[src/rtl/text_console_char_writer_defines.svh]
// ---------------------------------------------------------------------------
// Text console writer assertion macros
// Concurrent assertion helpers, compiled out when ASSERT_OFF is defined.
// ---------------------------------------------------------------------------
`ifndef TEXT_CONSOLE_CHAR_WRITER_DEFINES_SVH
`define TEXT_CONSOLE_CHAR_WRITER_DEFINES_SVH

`ifndef ASSERT_OFF
// Check a property at every rising edge outside reset.
`define TCW_ASSERT(label, clock, reset, prop) \
  label: assert property (@(posedge clock) disable iff (reset) prop) \
    else $error("tcw assertion failed");
// Check that a condition implies another in the same cycle.
`define TCW_ASSERT_IMPLY(label, clock, reset, cond, conseq) \
  `TCW_ASSERT(label, clock, reset, (cond) |-> (conseq))
`else
`define TCW_ASSERT(label, clock, reset, prop)
`define TCW_ASSERT_IMPLY(label, clock, reset, cond, conseq)
`endif

`endif

[src/rtl/tcw_pkg.sv]
// ---------------------------------------------------------------------------
// Text console writer package
// Screen geometry, field widths, codes and shared types.
// ---------------------------------------------------------------------------
`default_nettype none

package tcw_pkg;

  localparam int COLUMNS     = 80;
  localparam int ROWS        = 25;
  localparam int SCREEN_SIZE = ROWS * COLUMNS;
  localparam int LAST_ROW    = (ROWS - 1) * COLUMNS;

  localparam int OP_W     = 2;
  localparam int CH_W     = 8;
  localparam int IDX_W    = 11;
  localparam int CURSOR_W = 11;
  localparam int CELL_W   = 16;
  localparam int ADDR_W   = $clog2(SCREEN_SIZE);
  localparam int COL_W    = $clog2(COLUMNS);
  localparam int SWEEP_W  = $clog2(SCREEN_SIZE + 1);

  localparam int IN_DATA_W  = 24;
  localparam int OUT_DATA_W = 32;

  localparam int QUEUE_DEPTH = 2;
  localparam int QPTR_W      = $clog2(QUEUE_DEPTH);
  localparam int QCNT_W      = $clog2(QUEUE_DEPTH + 1);

  localparam logic [CELL_W-1:0] BLANK_CELL   = 16'h0720;
  localparam logic [7:0]        TEXT_ATTR    = 8'h07;
  localparam logic [CH_W-1:0]   CH_NEWLINE   = 8'd10;
  localparam logic [CH_W-1:0]   CH_RETURN    = 8'd13;
  localparam logic [CH_W-1:0]   CH_BACKSPACE = 8'd8;

  typedef enum logic [OP_W-1:0] {
    OP_PUT   = 2'd0,
    OP_CLEAR = 2'd1,
    OP_READ  = 2'd2,
    OP_NONE  = 2'd3
  } op_t;

  typedef enum logic [2:0] {
    K_PRINT,
    K_NEWLINE,
    K_RETURN,
    K_BACKSPACE,
    K_CLEAR,
    K_READ,
    K_NOP
  } kind_t;

  typedef struct packed {
    kind_t             kind;
    logic [CH_W-1:0]   ch;
    logic [ADDR_W-1:0] addr;
    logic              in_range;
  } cmd_t;

  typedef struct packed {
    logic push;
    logic pop;
    logic full;
    logic empty;
  } queue_ctrl_t;

  typedef enum logic [2:0] {
    ST_INIT,
    ST_IDLE,
    ST_READ,
    ST_SCROLL,
    ST_BLANK,
    ST_DONE
  } state_t;

endpackage

`default_nettype wire

[src/rtl/tcw_front.sv]
// ---------------------------------------------------------------------------
// Command front end
// Accept input words, classify them and push them into the queue.
// ---------------------------------------------------------------------------
`default_nettype none

module tcw_front (
  input  wire logic                       in_valid,
  output logic                            in_ready,
  input  wire logic [tcw_pkg::OP_W-1:0]   opcode,
  input  wire logic [tcw_pkg::CH_W-1:0]   char_code,
  input  wire logic [tcw_pkg::IDX_W-1:0]  cell_index,
  input  wire logic                       init_busy,
  input  wire logic                       queue_full,
  output logic                            push,
  output tcw_pkg::cmd_t                   cmd
);

  tcw_pkg::kind_t kind;

  always_comb begin
    unique case (tcw_pkg::op_t'(opcode))
      tcw_pkg::OP_PUT: begin
        if (char_code == tcw_pkg::CH_NEWLINE) begin
          kind = tcw_pkg::K_NEWLINE;
        end else if (char_code == tcw_pkg::CH_RETURN) begin
          kind = tcw_pkg::K_RETURN;
        end else if (char_code == tcw_pkg::CH_BACKSPACE) begin
          kind = tcw_pkg::K_BACKSPACE;
        end else begin
          kind = tcw_pkg::K_PRINT;
        end
      end
      tcw_pkg::OP_CLEAR: kind = tcw_pkg::K_CLEAR;
      tcw_pkg::OP_READ:  kind = tcw_pkg::K_READ;
      default:           kind = tcw_pkg::K_NOP;
    endcase
  end

  assign in_ready     = !queue_full && !init_busy;
  assign push         = in_valid && in_ready;
  assign cmd.kind     = kind;
  assign cmd.ch       = char_code;
  assign cmd.addr     = tcw_pkg::ADDR_W'(cell_index);
  assign cmd.in_range = (32'(cell_index) < 32'(tcw_pkg::SCREEN_SIZE));

endmodule

`default_nettype wire

[config.mk]
export PLATFORM = sky130hd
export DESIGN_NAME = tcw_front
export DESIGN_NICKNAME = d
export VERILOG_FILES = /design/src/rtl/text_console_char_writer_defines.svh /design/src/rtl/tcw_pkg.sv /design/src/rtl/tcw_front.sv
export SDC_FILE = /design/constraint.sdc
export NUM_CORES = 1
export LEC_CHECK = 0
export BUFFER_PORTS_ARGS = -buffer_cell sky130_fd_sc_hd__buf_4
export CAP_MARGIN = 20
export CORE_AREA = 4 4 41 43
export DETAILED_ROUTE_END_ITERATION = 10
export DIE_AREA = 0 0 45 47
export PLACE_DENSITY_LB_ADDON = 0.2
export SETUP_SLACK_MARGIN = 0.2
export SLEW_MARGIN = 10
export SYNTH_ARGS = -nofsm -noshare
export SYNTH_HDL_FRONTEND = slang
export SYNTH_SLANG_ARGS = --single-unit
[constraint.sdc]
create_clock -name vclk -period 2.5
set_clock_uncertainty 0.05 [all_clocks]
set_input_delay 0.375 -clock vclk [all_inputs]
set_output_delay 0.375 -clock vclk [all_outputs]
set_load 0.005 [all_outputs]
# Yosys cells after proc, flatten, opt, wreduce, memory -nomap -nowiden
# Index checks and enable logic that the tools add are counted.
# classes
n_bitwise	0
multipliers	0
n_eq_ne	5
add_sub_neg	0
reduce_logical	5
n_mux	4
magnitude_cmp	1
div_mod_pow	0
shift	0
# ops
op	n
== test 8 x 4 -> 1 bit, second input constant	3
less-than comparator 11 bit, second input constant	1
one-hot mux 3 bit (3 select lines)	1
2-to-1 mux 2 bit	3
== test 2 x 1 -> 1 bit, second input constant	1
== test 2 bit, second input constant	1
logical AND 1 bit	2
zero test 1 bit	2
zero test 2 bit	1
# totals
in_bits	24
word_cells	15
memories	0
romBits	0
latch_bits	0
mem_bits_rw	0
output_inout_bits	25
ff_bits	0

# Longest topological paths before layout
# depth
depth_word	5
ltp_mapped	4
depth_no_buf	4

# Worst setup path after synthesis
# OpenSTA, ideal clock, no wires.
# synth_path
path_type	input port to output port
startpoint	input char_code[5] (netlist bit)
endpoint	output cmd[21] (netlist bit)
path_stages	2
required_time_ns	2.075
t_arrival_ns	1.202
path_buffers	0
slack_ns	0.873
path_cell_list	or4_4 o41ai_2
# synth_rtl
item	line_no	rtl
start, declared	tcw_front.sv:11	input wire logic [tcw_pkg::CH_W-1:0] char_code,
end, declared	tcw_front.sv:16	output tcw_pkg::cmd_t cmd

==> flow_metrics.env <==
export IMPL_status="complete, no violations"
export IMPL_cts_resized=0
export IMPL_num_rows=13
export IMPL_crit_type="in -> out"
export IMPL_hold_violations=0
export IMPL_dpl_hpwl_microns=721
export IMPL_die_h_microns=47
export IMPL_synth_fp_nets=62
export IMPL_ctsHoldBuffers=0
export IMPL_vias=297
export IMPL_routedWlPerCell_microns=10.4
export IMPL_post_route_period_util_pct=75.6
export IMPL_rsz0062_at_grt="false"
export IMPL_slew_viol_final=0
export IMPL_finalSetupTns_ns=0
export IMPL_drc=0
export IMPL_io_pins=49
export IMPL_hp_class="in -> out"
export IMPL_cp_max_fo=2
export IMPL_fin_cells=73
export IMPL_arrival_ns=1.47
export IMPL_syn_cell_area_sq_um=270
export IMPL_seq_cell_count=0
export IMPL_period_needed_ns=1.89
export IMPL_pwr_density_cell_nw_per_um2=152
export IMPL_min_from="cell_index[1]"
export IMPL_slew_headroom_pct=84.3
export IMPL_track_usage_pct=5.98
export IMPL_layout_commonest_cell="buf_4"
export IMPL_setup_worst_path_end_class="output pin"
export IMPL_portBuffers=41
export IMPL_ir_drop_uv=42.4
export IMPL_worstMarginPinSlew_ns=0.233
export IMPL_n_antenna_cell=0
export IMPL_drt_iter0_drc=0
export IMPL_setup_viol=0
export IMPL_grt_ovfl_total=0
export IMPL_die_x_microns=45
export IMPL_holdPathEnd="cmd[2]"
export IMPL_areaGrowthSynthToFinish_pct=68.1
export IMPL_final_layout_size_suffix_gt1_share_pct=75.9
export IMPL_leakagePower_uw=0.000259
export IMPL_final_nets=86
export IMPL_antenna_left=0
export IMPL_ys_seq_area_share_pct=0
export IMPL_startpoint_type="input port"
export IMPL_wl_microns=758
export IMPL_post_cts_buffers=0
export IMPL_antenna_found_initial=0
export IMPL_maxCapViolations=0
export IMPL_nClkBuffers=0
export IMPL_final_cell_mix="41 x buf_4, 3 x inv_1, 2 x ha_1"
export IMPL_cp_required_ns=2.08
export IMPL_regArea_sq_um=0
export IMPL_die_area_sq_um=2120
export IMPL_gp_congestion=0.693
export IMPL_firstDrtPassIters=1
export IMPL_holdPathStages=0
export IMPL_vias_per_cell=4.07
export IMPL_synth_warnings=0
export IMPL_grt_pass1_wl_microns=1020
export IMPL_syn_area_per_cell_sq_um=7.51
export IMPL_initial_utilization_pct=20.8
export IMPL_core_sq_um=1300
export IMPL_ys_types=15
export IMPL_post_place_cells=73
export IMPL_synthCells=36
export IMPL_first_global_vias=259
export IMPL_grt_max_degree=4
export IMPL_max_freq_ghz=0.529
==> cells in the mapped netlist <==
cell | count | area (sq um)
buf_4 | 19 | 143
inv_1 | 3 | 11.3
ha_1 | 2 | 25.0
and2_1 | 1 | 6.26
and3_1 | 1 | 6.26
nand2_1 | 1 | 3.75
nand2b_1 | 1 | 6.26
nor2_1 | 1 | 3.75
o2111ai_1 | 1 | 8.76
o31ai_1 | 1 | 7.51
o41ai_2 | 1 | 16.3
or2_2 | 1 | 6.26
or3_1 | 1 | 6.26
or4_4 | 1 | 11.3
xor2_1 | 1 | 8.76
==> logic make-up (layout without fill, tap and decap cells) <==
logic type,Yosys count,in the layout,synth area share [%]
buffers and inverters,22,44,56.9
XOR/XNOR,1,1,3.24
AND/OR/NAND/NOR,8,8,18.5
AO/OA/AOI/OAI,3,3,12.0
adder cells (fa/ha/maj),2,2,9.26
==> critical path: stages <==
cell and delay (ns):
buf_4 0.11, or4_4 0.53, o41ai_2 0.29, buf_4 0.16
==> report_power, final <==
group / internal, uW / switching, uW / total (uW)
logic: 46.8 / 22.4 / 69.2
clock network: 0 / 0 / 0
registers: 0 / 0 / 0
==> cell type report <==
cell class / count / area (sq um)
fillers: 142 / 847
repair buffers: 41 / 308
well taps: 15 / 18.8
multi-input cells: 14 / 116
inverters: 3 / 11.3
==> routing by layer <==
layer	wire [microns]	up-vias	track usage [%]
li1	-	144	-
met1	213	116	6.52
met2	316	33	11.3
met3	219	4	1.53
met4	9	0	1.75
met5	0	-	0
==> how the worst max path moves through the flow <==
stage | slack (ns) | cells after the start | endpoint | startpoint
floorplan | 0.87 | 2 | cmd[21] | char_code[5]
global placement | 0.61 | 4 | cmd[21] | char_code[5]
detailed placement | 0.60 | 4 | cmd[21] | char_code[5]
CTS | 0.60 | 4 | cmd[21] | char_code[5]
global route | 0.57 | 4 | cmd[21] | char_code[5]
finish | 0.61 | 4 | cmd[21] | char_code[5]
==> through the flow <==
step | worst slack [ns] | instance area [sq um] | total power (uW) | util (%) | hold WS, ns
floorplan | 0.873 | 270 | 37.2 | - | 0.732
global placement | 0.607 | 454 | 70.6 | 34.9 | 0.700
detailed placement | 0.599 | 454 | 70.3 | 34.9 | 0.700
CTS | 0.598 | 454 | 70.4 | 34.9 | 0.700
global route | 0.570 | 454 | 75.5 | 34.9 | 0.700
finish | 0.609 | 454 | 69.2 | 34.9 | 0.700
No activity file was read; power rests on OpenSTA's default activity.
