==> src/rtl/text_console_char_writer_defines.svh <==
// ---------------------------------------------------------------------------
// Text console writer assertion macros
// Concurrent assertion helpers, compiled out when ASSERT_OFF is defined.
// ---------------------------------------------------------------------------
`ifndef TEXT_CONSOLE_CHAR_WRITER_DEFINES_SVH
`define TEXT_CONSOLE_CHAR_WRITER_DEFINES_SVH

`ifndef ASSERT_OFF
// Check a property at every rising edge outside reset.
`define TCW_ASSERT(label, clock, reset, prop) \
  label: assert property (@(posedge clock) disable iff (reset) prop) \
    else $error("tcw assertion failed");
// Check that a condition implies another in the same cycle.
`define TCW_ASSERT_IMPLY(label, clock, reset, cond, conseq) \
  `TCW_ASSERT(label, clock, reset, (cond) |-> (conseq))
`else
`define TCW_ASSERT(label, clock, reset, prop)
`define TCW_ASSERT_IMPLY(label, clock, reset, cond, conseq)
`endif

`endif

==> src/rtl/tcw_pkg.sv <==
// ---------------------------------------------------------------------------
// Text console writer package
// Screen geometry, field widths, codes and shared types.
// ---------------------------------------------------------------------------
`default_nettype none

package tcw_pkg;

  localparam int COLUMNS     = 80;
  localparam int ROWS        = 25;
  localparam int SCREEN_SIZE = ROWS * COLUMNS;
  localparam int LAST_ROW    = (ROWS - 1) * COLUMNS;

  localparam int OP_W     = 2;
  localparam int CH_W     = 8;
  localparam int IDX_W    = 11;
  localparam int CURSOR_W = 11;
  localparam int CELL_W   = 16;
  localparam int ADDR_W   = $clog2(SCREEN_SIZE);
  localparam int COL_W    = $clog2(COLUMNS);
  localparam int SWEEP_W  = $clog2(SCREEN_SIZE + 1);

  localparam int IN_DATA_W  = 24;
  localparam int OUT_DATA_W = 32;

  localparam int QUEUE_DEPTH = 2;
  localparam int QPTR_W      = $clog2(QUEUE_DEPTH);
  localparam int QCNT_W      = $clog2(QUEUE_DEPTH + 1);

  localparam logic [CELL_W-1:0] BLANK_CELL   = 16'h0720;
  localparam logic [7:0]        TEXT_ATTR    = 8'h07;
  localparam logic [CH_W-1:0]   CH_NEWLINE   = 8'd10;
  localparam logic [CH_W-1:0]   CH_RETURN    = 8'd13;
  localparam logic [CH_W-1:0]   CH_BACKSPACE = 8'd8;

  typedef enum logic [OP_W-1:0] {
    OP_PUT   = 2'd0,
    OP_CLEAR = 2'd1,
    OP_READ  = 2'd2,
    OP_NONE  = 2'd3
  } op_t;

  typedef enum logic [2:0] {
    K_PRINT,
    K_NEWLINE,
    K_RETURN,
    K_BACKSPACE,
    K_CLEAR,
    K_READ,
    K_NOP
  } kind_t;

  typedef struct packed {
    kind_t             kind;
    logic [CH_W-1:0]   ch;
    logic [ADDR_W-1:0] addr;
    logic              in_range;
  } cmd_t;

  typedef struct packed {
    logic push;
    logic pop;
    logic full;
    logic empty;
  } queue_ctrl_t;

  typedef enum logic [2:0] {
    ST_INIT,
    ST_IDLE,
    ST_READ,
    ST_SCROLL,
    ST_BLANK,
    ST_DONE
  } state_t;

endpackage

`default_nettype wire

==> src/rtl/tcw_fifo.sv <==
// ---------------------------------------------------------------------------
// Command queue
// Short register queue between the front and the back of the writer.
// ---------------------------------------------------------------------------
`default_nettype none

module tcw_fifo (
  input  wire logic              clk,
  input  wire logic              rst,
  input  wire logic              push,
  input  wire logic              pop,
  input  wire tcw_pkg::cmd_t     din,
  output tcw_pkg::cmd_t          dout,
  output logic                   full,
  output logic                   empty
);

  tcw_pkg::cmd_t                  q [tcw_pkg::QUEUE_DEPTH];
  logic [tcw_pkg::QPTR_W-1:0]     wr_ptr;
  logic [tcw_pkg::QPTR_W-1:0]     rd_ptr;
  logic [tcw_pkg::QCNT_W-1:0]     count;

  function automatic logic [tcw_pkg::QPTR_W-1:0] bump(input logic [tcw_pkg::QPTR_W-1:0] p);
    if (p == tcw_pkg::QPTR_W'(tcw_pkg::QUEUE_DEPTH - 1)) begin
      return '0;
    end
    return p + 1'b1;
  endfunction

  assign full  = (count == tcw_pkg::QCNT_W'(tcw_pkg::QUEUE_DEPTH));
  assign empty = (count == '0);
  assign dout  = q[rd_ptr];

  always_ff @(posedge clk) begin
    if (push) begin
      q[wr_ptr] <= din;
    end
  end

  always_ff @(posedge clk) begin
    if (rst) begin
      wr_ptr <= '0;
      rd_ptr <= '0;
      count  <= '0;
    end else begin
      if (push) begin
        wr_ptr <= bump(wr_ptr);
      end
      if (pop) begin
        rd_ptr <= bump(rd_ptr);
      end
      if (push && !pop) begin
        count <= count + 1'b1;
      end else if (pop && !push) begin
        count <= count - 1'b1;
      end
    end
  end

endmodule

`default_nettype wire

==> config.mk <==
export PLATFORM = sky130hd
export DESIGN_NAME = tcw_fifo
export DESIGN_NICKNAME = d
export VERILOG_FILES = /design/src/rtl/text_console_char_writer_defines.svh /design/src/rtl/tcw_pkg.sv /design/src/rtl/tcw_fifo.sv
export SDC_FILE = /design/constraint.sdc
export NUM_CORES = 1
export LEC_CHECK = 0
export BUFFER_PORTS_ARGS = -buffer_cell sky130_fd_sc_hd__buf_2
export CAP_MARGIN = 5
export CELL_PAD_IN_SITES_DETAIL_PLACEMENT = 2
export CELL_PAD_IN_SITES_GLOBAL_PLACEMENT = 2
export CORE_MARGIN = 2
export CORE_UTILIZATION = 39
export DETAILED_ROUTE_END_ITERATION = 6
export PLACE_DENSITY_LB_ADDON = 0.1
export SLEW_MARGIN = 0
export SYNTH_ARGS = -nofsm -noshare
export SYNTH_HDL_FRONTEND = slang
export SYNTH_SLANG_ARGS = --single-unit
==> constraint.sdc <==
create_clock -name clk -period 4.7 [get_ports clk]
set_input_delay 0.705 -clock clk [delete_from_list [all_inputs] [get_ports clk]]
set_output_delay 0.705 -clock clk [all_outputs]
set_load 0.05 [all_outputs]
* Yosys cells after proc, flatten, opt, wreduce, memory -nomap -nowiden
Memories as Yosys holds them, arrays and structs flattened. A register that Yosys moved wholly into a read port is not among the register bits.
Cells that the tools add are included.
** Word-level totals
- Register bits after elaboration :: 4
- Bits in latches :: 0
- Memory bits (writable) :: 46
- Memory bits (read-only) :: 0
- Bits of input ports :: 27
- Logic and storage cells :: 31
- Memories kept :: 1
** Cells by class
- Add/subtract/negate cells :: 4
- Multiply operators :: 0
- Div/mod/pow operators :: 0
- Order comparisons :: 0
- Equality and inequality tests :: 1
- Shift-type cells :: 0
- Multiplexer cells :: 16
- Bitwise logic cells :: 0
- Reduce and logical (&&, ||, !) cells :: 6
** Memory list
- q :: depth 2, bits a word 23, read ports 1, clocked after memory_dff 1, write ports 1, line tcw_fifo.sv:18 : tcw_pkg::cmd_t q [tcw_pkg::QUEUE_DEPTH];
** Operators with widths (count)
- two-way mux 1 bit :: 14
- two-way mux 2 bit :: 2
- adder 1 bit (second input constant) :: 2
- adder 2 x 1 -> 2 bit (second input constant) :: 1
- == test 2 bit (second input constant) :: 1
- logical AND 1 bit :: 2
- zero test 1 bit :: 2
- zero test 2 bit :: 1
- nonzero test 2 bit :: 1
- subtractor 2 x 1 -> 2 bit (second input constant) :: 1

* Logic depth before layout (Yosys ltp)
Gate-level depths: netlist (run 1).
- Depth in word-level cells :: 6
- Mapped depth :: 5
- Mapped depth without buffers :: 5

* Least setup slack after synthesis (run 1)
Ideal clock, no wire load.
- Path kind :: input port to flip-flop
- Start :: input push
- End :: memory q[0][0] in the netlist's numbering, enable pin
- Library setup time :: 0.405 ns
- Data arrival time :: 1.768 ns
- Data required time :: 4.295 ns
- Setup slack :: 2.526 ns
- Cell stages on the path :: 1
- Buffers on the path :: 0
- Cell sequence :: nor2b_1
** On the way
- Longest elaborated chain between the ends :: 2
** RTL lines
- from (decl) :: line tcw_fifo.sv:10 : input wire logic push,
- two-way mux 1 bit :: line tcw_fifo.sv:35 : if (push) begin
- two-way mux 1 bit (implied by the code) :: line tcw_fifo.sv:36 : q[wr_ptr] <= din;
- to (decl) :: line tcw_fifo.sv:18
No other way between the ends.

==> qor.yml, run 1 <==
drt_pass1_iterations: 4
grt_pass1_vias: 1085
core_area_um2: 4660
ys_types: 15
synth-seq-area-share: 0.795
place_ws_ns: 2.31
rsz0062_at_grt: "no"
finClkSkew_ns: 0.00998
clock_latency_ns: 0.30
setup_tns_ns: 0
fmax_mhz: 372
grt_pass1_wl_mm: 5.62
post_drt_wl_per_cell_um: 17.4
crit_path_end_kind: "primary output"
hold_path_class: "flop to flop"
finalCriticalPeriod_ns: 2.68
hold_viol_final: 0
setup.worst_path.class: "flop to primary output"
drive_gt1_frac: 0.543
numClockSinks: 51
routed_wl_mm: 3.57
fin_ws_ns: 2.02
drc_errors: 0
powerDensity_nw_per_um2: 428
synth_area_per_cell_um2: 20.0
die_w_um: 73.1
min-delay-start: "rd_ptr"
vdd_ir_drop_max_mv: 0.183
utilization: 0.485
grt_overflow: 0
cts_hold_buf: 0
p_leak_nw: 0.859
die_h_um: 73.1
htreeDepth: 2
r2r-start: "wr_ptr"
slew_headroom: 0.251
cts.clk_slew.worst_paths_ns: 0.09
ctsResizeCount: 0
worst-path-max-fanout: 23
cap_violations: 0
required_ns: 3.99
rows: 25
worstMarginPinSlew_ns: 1.12
cts_root_buf: "clkbuf_8"
yosys_warnings: 0
cp-start-kind: "flop"
numPortBuffers: 51
nets: 178
status: "complete, no violations"
dp_hpwl_mm: 2.45
antenna_found_initial: 0
post_cts_buffers: 0
area_delta_synth_final_pct: 21.4
diodes: 0
synth.cell_area_um2: 1860
yosys_register_bits: 51
num_vias: 992
grt_max_degree: 24
cp.arrival_ns: 1.98
numCtsBuffers: 5
setup_viol: 0
drv_slew: 0
finalPower_w: 0.000967
finalCritPeriodShare: 0.571
gp_congestion: 0.708
cts_tree: "built"
cts.path.max_buffers: 2
syn_inst: 93
via_per_inst: 4.84
ant_nets: 0
synth_nets: 121
initial_core_util: 0.400
grt_use_total: 0.147
io_pins: 52
dieArea_um2: 5350
drt_iter0_markers: 74
## kinds of logic (layout without fill, tap and decap cells)
logic type,Yosys count,in the layout,synth area share
flops,51,51,0.795
mux,23,23,0.139
simple gates,9,9,0.0249
xor+xnor,4,4,0.0188
buf+inv,3,61,0.0101
compound gates,2,2,0.00537
fa+ha+maj,1,1,0.00671
## cell type report
cell class	count	area [um2]
flip-flops and latches	51	1480
multi-input cells	39	365
clock buffers	6	72.6
fillers	448	2400
clock inverters	2	7.51
inverters	1	3.75
well taps	54	67.6
repair buffers	52	263
## state kept, by name (all words and copies together), names as in the netlist, named ones only
signal	count
q	46
count	2
rd_ptr	1
wr_ptr	1
## worst paths after layout
path | to | slack (ns) | cells after the start
setup reg to reg | q[1][20] | 3.01 | 1
setup / recovery | dout[10] | 2.02 | 2
hold / removal | flop | 0.53 | 2
hold reg to reg | flop | 0.53 | 2
## synthesized netlist by cell type
| cell type | instances | area, um2 |
|---|---|---|
| edfxtp_1 | 46 | 1380 |
| mux2_2 | 23 | 259 |
| dfxtp_1 | 5 | 100 |
| nor2_1 | 5 | 18.8 |
| buf_4 | 2 | 15.0 |
| xnor2_1 | 2 | 17.5 |
| xor2_1 | 2 | 17.5 |
| a21oi_1 | 1 | 5.00 |
| and2_1 | 1 | 6.26 |
| and2b_2 | 1 | 8.76 |
| ha_1 | 1 | 12.5 |
| inv_1 | 1 | 3.75 |
| nor2b_1 | 1 | 6.26 |
| o21ai_0 | 1 | 5.00 |
| or3_1 | 1 | 6.26 |
## placed cells by master (no fill, tap or decap)
| master | Yosys | routed |
|---|---|---|
| and2_1 | 1 | 1 |
| inv_1 | 1 | 1 |
| or3_1 | 1 | 1 |
| xnor2_1 | 2 | 2 |
| clkinv_1 | 0 | 2 |
| nor2_1 | 5 | 5 |
| nor2b_2 | 0 | 1 |
| dfxtp_1 | 5 | 5 |
| a21oi_1 | 1 | 1 |
| ha_1 | 1 | 1 |
| mux2_2 | 23 | 23 |
| clkbuf_1 | 0 | 1 |
| buf_4 | 2 | 1 |
| clkbuf_8 | 0 | 5 |
| o21ai_0 | 1 | 1 |
| buf_2 | 0 | 51 |
| edfxtp_1 | 46 | 46 |
| and2b_2 | 1 | 1 |
| xor2_1 | 2 | 2 |
## through the flow
stage	hold WS [ns]	cells	instance area (um2)
floorplan	0.461	93	1860
global placement	0.482	197	2180
detailed placement	0.530	197	2180
CTS	0.545	205	2260
global route	0.578	205	2260
finish	0.533	205	2260
## where the power goes
group | leakage, nW | switching, W | total (W) | internal (W)
combinational | 0.346 | 0.000129 | 0.000184 | 0.0000546
sequential | 0.473 | 0.0000171 | 0.000544 | 0.000527
clock | 0.0403 | 0.000138 | 0.000240 | 0.000102
## metal layers
layer	vias to the layer above	share of wire	track usage
met5	-	0	0
met4	0	0.0087	0.0556
met3	5	0.049	0.0470
met2	33	0.53	0.257
met1	489	0.41	0.167
li1	465	-	-
## worst max-delay path, stage by stage (launching register included)
cell	delay [ns]
dfxtp_1	1.03
mux2_2	0.43
buf_2	0.21
Note: power is estimated with default switching activity, not from simulation.
==> inputs of run 2 (changes only) <==
--- a/config.mk
+++ b/config.mk
@@ -5,12 +5,13 @@
 export SDC_FILE = /design/constraint.sdc
 export NUM_CORES = 1
 export LEC_CHECK = 0
+export ABC_AREA = 1
 export BUFFER_PORTS_ARGS = -buffer_cell sky130_fd_sc_hd__buf_2
 export CAP_MARGIN = 5
 export CELL_PAD_IN_SITES_DETAIL_PLACEMENT = 2
 export CELL_PAD_IN_SITES_GLOBAL_PLACEMENT = 2
 export CORE_MARGIN = 2
-export CORE_UTILIZATION = 39
+export CORE_UTILIZATION = 32
 export DETAILED_ROUTE_END_ITERATION = 6
 export PLACE_DENSITY_LB_ADDON = 0.1
 export SLEW_MARGIN = 0
==> constraint.sdc (replaced) <==
create_clock -name clk -period 2.3 [get_ports clk]
set_input_delay 0.345 -clock clk [delete_from_list [all_inputs] [get_ports clk]]
set_output_delay 0.345 -clock clk [all_outputs]
set_load 0.05 [all_outputs]
==> run 2 against run 1 <==
Net effect:
- first-iteration DRC count fell by 58%
- hold slack lost 0.30 ns
- design area up 3.3%
- synthesized cell count is 12% higher
- clock power rose by 100%
- setup slack worse by 1.7 ns
- critical path type unchanged
- largest cell class unchanged
==> qor.yml, run 2 <==
crit_path_end_kind: "primary output"
ys.flop_type: "edfxtp_1"
synth.cell_area_um2: 1890  # +1.4%
cp.arrival_ns: 1.67  # -0.31 ns
largest_reg_flops: 46  # unchanged
drv_slew: 0  # unchanged
endpoint: "dout[16]"
required_ns: 1.96  # -2.03 ns
diodes: 0  # unchanged
synth_area_per_cell_um2: 18.2  # -9.3%
numCtsBuffers: 5  # unchanged
r2r-start: "wr_ptr"
crit_path_cell_trace: "buf_12, mux2_2, buf_2"
syn_inst: 104  # +12%
fmax_mhz: 497
dieArea_um2: 6540  # +22%
grt_pass1_wl_mm: 5.41  # -3.7%
p_leak_nw: 0.909  # +5.7%
io_pins: 52  # unchanged
powerDensity_nw_per_um2: 828  # +94%
antenna_found_initial: 0  # unchanged
synth_top_cell_area_share: 0.731  # -0.0103
setup_tns_ns: 0  # unchanged
grt_max_degree: 21  # -13%
drc_errors: 0  # unchanged
grt_pass1_vias: 1062  # -2.1%
hold_ws_ns: 0.235  # -0.298 ns
routed_wl_mm: 3.51  # -1.7%
gp_congestion: 0.632  # -11%
clock_latency_ns: 0.29  # about the same
rsz0062_at_grt: "no"
cts_hold_buf: 0  # unchanged
cts.clk_slew.worst_paths_ns: 0.09  # about the same
ys_types: 14  # -1
layout_commonest_cell: "buf_2"
top_regs: "q x46, count x2"
drt_pass1_iterations: 2  # -2
min_path_cells: 1  # -1
htreeDepth: 2  # unchanged
vdd_ir_drop_max_mv: 0.335  # +83%
cts_tree: "built"
reg2reg_depth: 2  # +1
yosys-top-cells-count: "46 x edfxtp_1, 23 x mux2_2, 9 x inv_1"
hold_viol_final: 0  # unchanged
setup.worst_path.class: "flop to primary output"
synth_most_common_cell: "edfxtp_1"
worstMarginPinSlew_ns: 0.433  # -0.690 ns
cp-start-kind: "flop"
cpPeakStageDelay_ns: 0.60  # -0.43 ns
utilization: 0.416  # -0.0688
slew_headroom: 0.711  # +0.460
async_flop_share: 0  # unchanged
yosysTopAreaCell: "edfxtp_1"
worst_r2r_endpoint: "q[0][2]"
via_per_inst: 4.36  # -9.9%
finClkSkew_ns: 0.00814  # -0.00183 ns
top_register: "q"
dp_hpwl_mm: 2.59  # +6.1%
synth_edf_count: 46  # unchanged
setup_viol: 0  # unchanged
drt_iter0_markers: 31  # -58%
drive_gt1_frac: 0.518  # -0.0248
grt_overflow: 0  # unchanged
core_area_um2: 5610  # +20%
ctsResizeCount: 0  # unchanged
num_vias: 1029  # +3.7%
most-common-layout-cells: "51 x buf_2, 46 x edfxtp_1, 23 x mux2_2, 9 x inv_1, 6 x nor2_1"
slowest_stage: "dfxtp_1"
nets: 191  # +7.3%
cts.path.max_buffers: 2  # unchanged
ant_nets: 0  # unchanged
cts_root_buf: "clkbuf_8"
synthTopCellsByArea: "edfxtp_1 73%, mux2_2 14%, dfxtp_1 5.3%"
finalCriticalPeriod_ns: 2.01
synth_nets: 132  # +9.1%
cap_violations: 0  # unchanged
yosys_warnings: 0  # unchanged
grt_use_total: 0.115  # -0.0322
area_delta_synth_final_pct: 23.6
die_w_um: 80.8  # +11%
numClockSinks: 51  # unchanged
initial_core_util: 0.337  # -0.0628
worst-path-max-fanout: 16  # -30%
yosys_register_bits: 51  # unchanged
synth-seq-area-share: 0.784  # -0.0111
status: "complete, no violations"
hold_path_class: "input pin to flop"
numPortBuffers: 51  # unchanged
post_cts_buffers: 0  # unchanged
post_drt_wl_per_cell_um: 14.9  # -15%
finalCritPeriodShare: 0.875
rows: 27  # +8.0%
reg2reg_setup_slack_ns: 1.00  # -2.01 ns
die_h_um: 80.8  # +11%
-- run 2: cell count changes after synthesis, sizes merged, moves of 2 or more --
| cell | change |
|---|---|
| xor2 | -2 |
| nand2 | +5 |
| nor2 | +2 |
| inv | +8 |
-- run 2: metrics by stage --
stage	instances	instance area, um2	setup WS, ns	power (W)
3_3_place_gp	228	2250	0.633	0.00147
6_report	236	2330	0.287	0.00193
5_1_grt	236	2330	0.200	0.00202
4_1_cts	236	2330	0.242	0.00197
3_5_place_dp	228	2250	0.585	0.00148
2_1_floorplan	104	1890	0.538	0.00138
-- run 2: critical path: cells and delay by family, from the launching register on --
| family | cells | cell delay, ns |
|---|---|---|
| flip-flops | 1 | 0.60 |
| buffers and inverters | 2 | 0.43 |
| multiplexers | 1 | 0.34 |
-- run 2: area by class of cell --
class,instances,area (um2)
clock inverters,2,12.5
inverters,9,33.8
fillers,607,3270
repair buffers,54,290
flip-flops and latches,51,1480
well taps,72,90.1
multi-input cells,42,354
clock buffers,6,72.6
-- run 2: worst min path at each step --
stage / startpoint / endpoint / slack (ns)
5_1_grt: din[12] / q[1][12] / 0.22
2_1_floorplan: rst / flop / 0.42
3_5_place_dp: rd_ptr / rd_ptr / 0.53
4_1_cts: din[7] / q[1][7] / 0.22
3_3_place_gp: count[0] / count[0] / 0.51
6_report: din[14] / q[0][14] / 0.23
-- run 2: logic make-up (layout without fill, tap and decap cells) --
family	after synthesis	count (layout)	synth area share
buffers and inverters	11	71	0.0298
AO/OA/AOI/OAI	2	2	0.00529
flip-flops	51	51	0.784
AND/OR/NAND/NOR	15	15	0.0325
multiplexers	23	23	0.137
adder cells (fa/ha/maj)	1	1	0.00662
XOR/XNOR	1	1	0.00464
-- run 2: where the power goes --
group | leakage, nW | total [W] | switching (W) | internal [W]
registers | 0.473 | 0.00109 | 0.0000207 | 0.00107
clock network | 0.0412 | 0.000480 | 0.000267 | 0.000213
logic | 0.394 | 0.000367 | 0.000258 | 0.000109
total | 0.909 | 0.00193 | 0.000546 | 0.00139
-- run 2: layer usage --
metal	routed length (um)	vias up	track usage
met3	214	5	0.0356
met4	44	0	0.0356
met2	1950	27	0.213
li1	-	497	-
met5	0	-	0
met1	1300	500	0.125
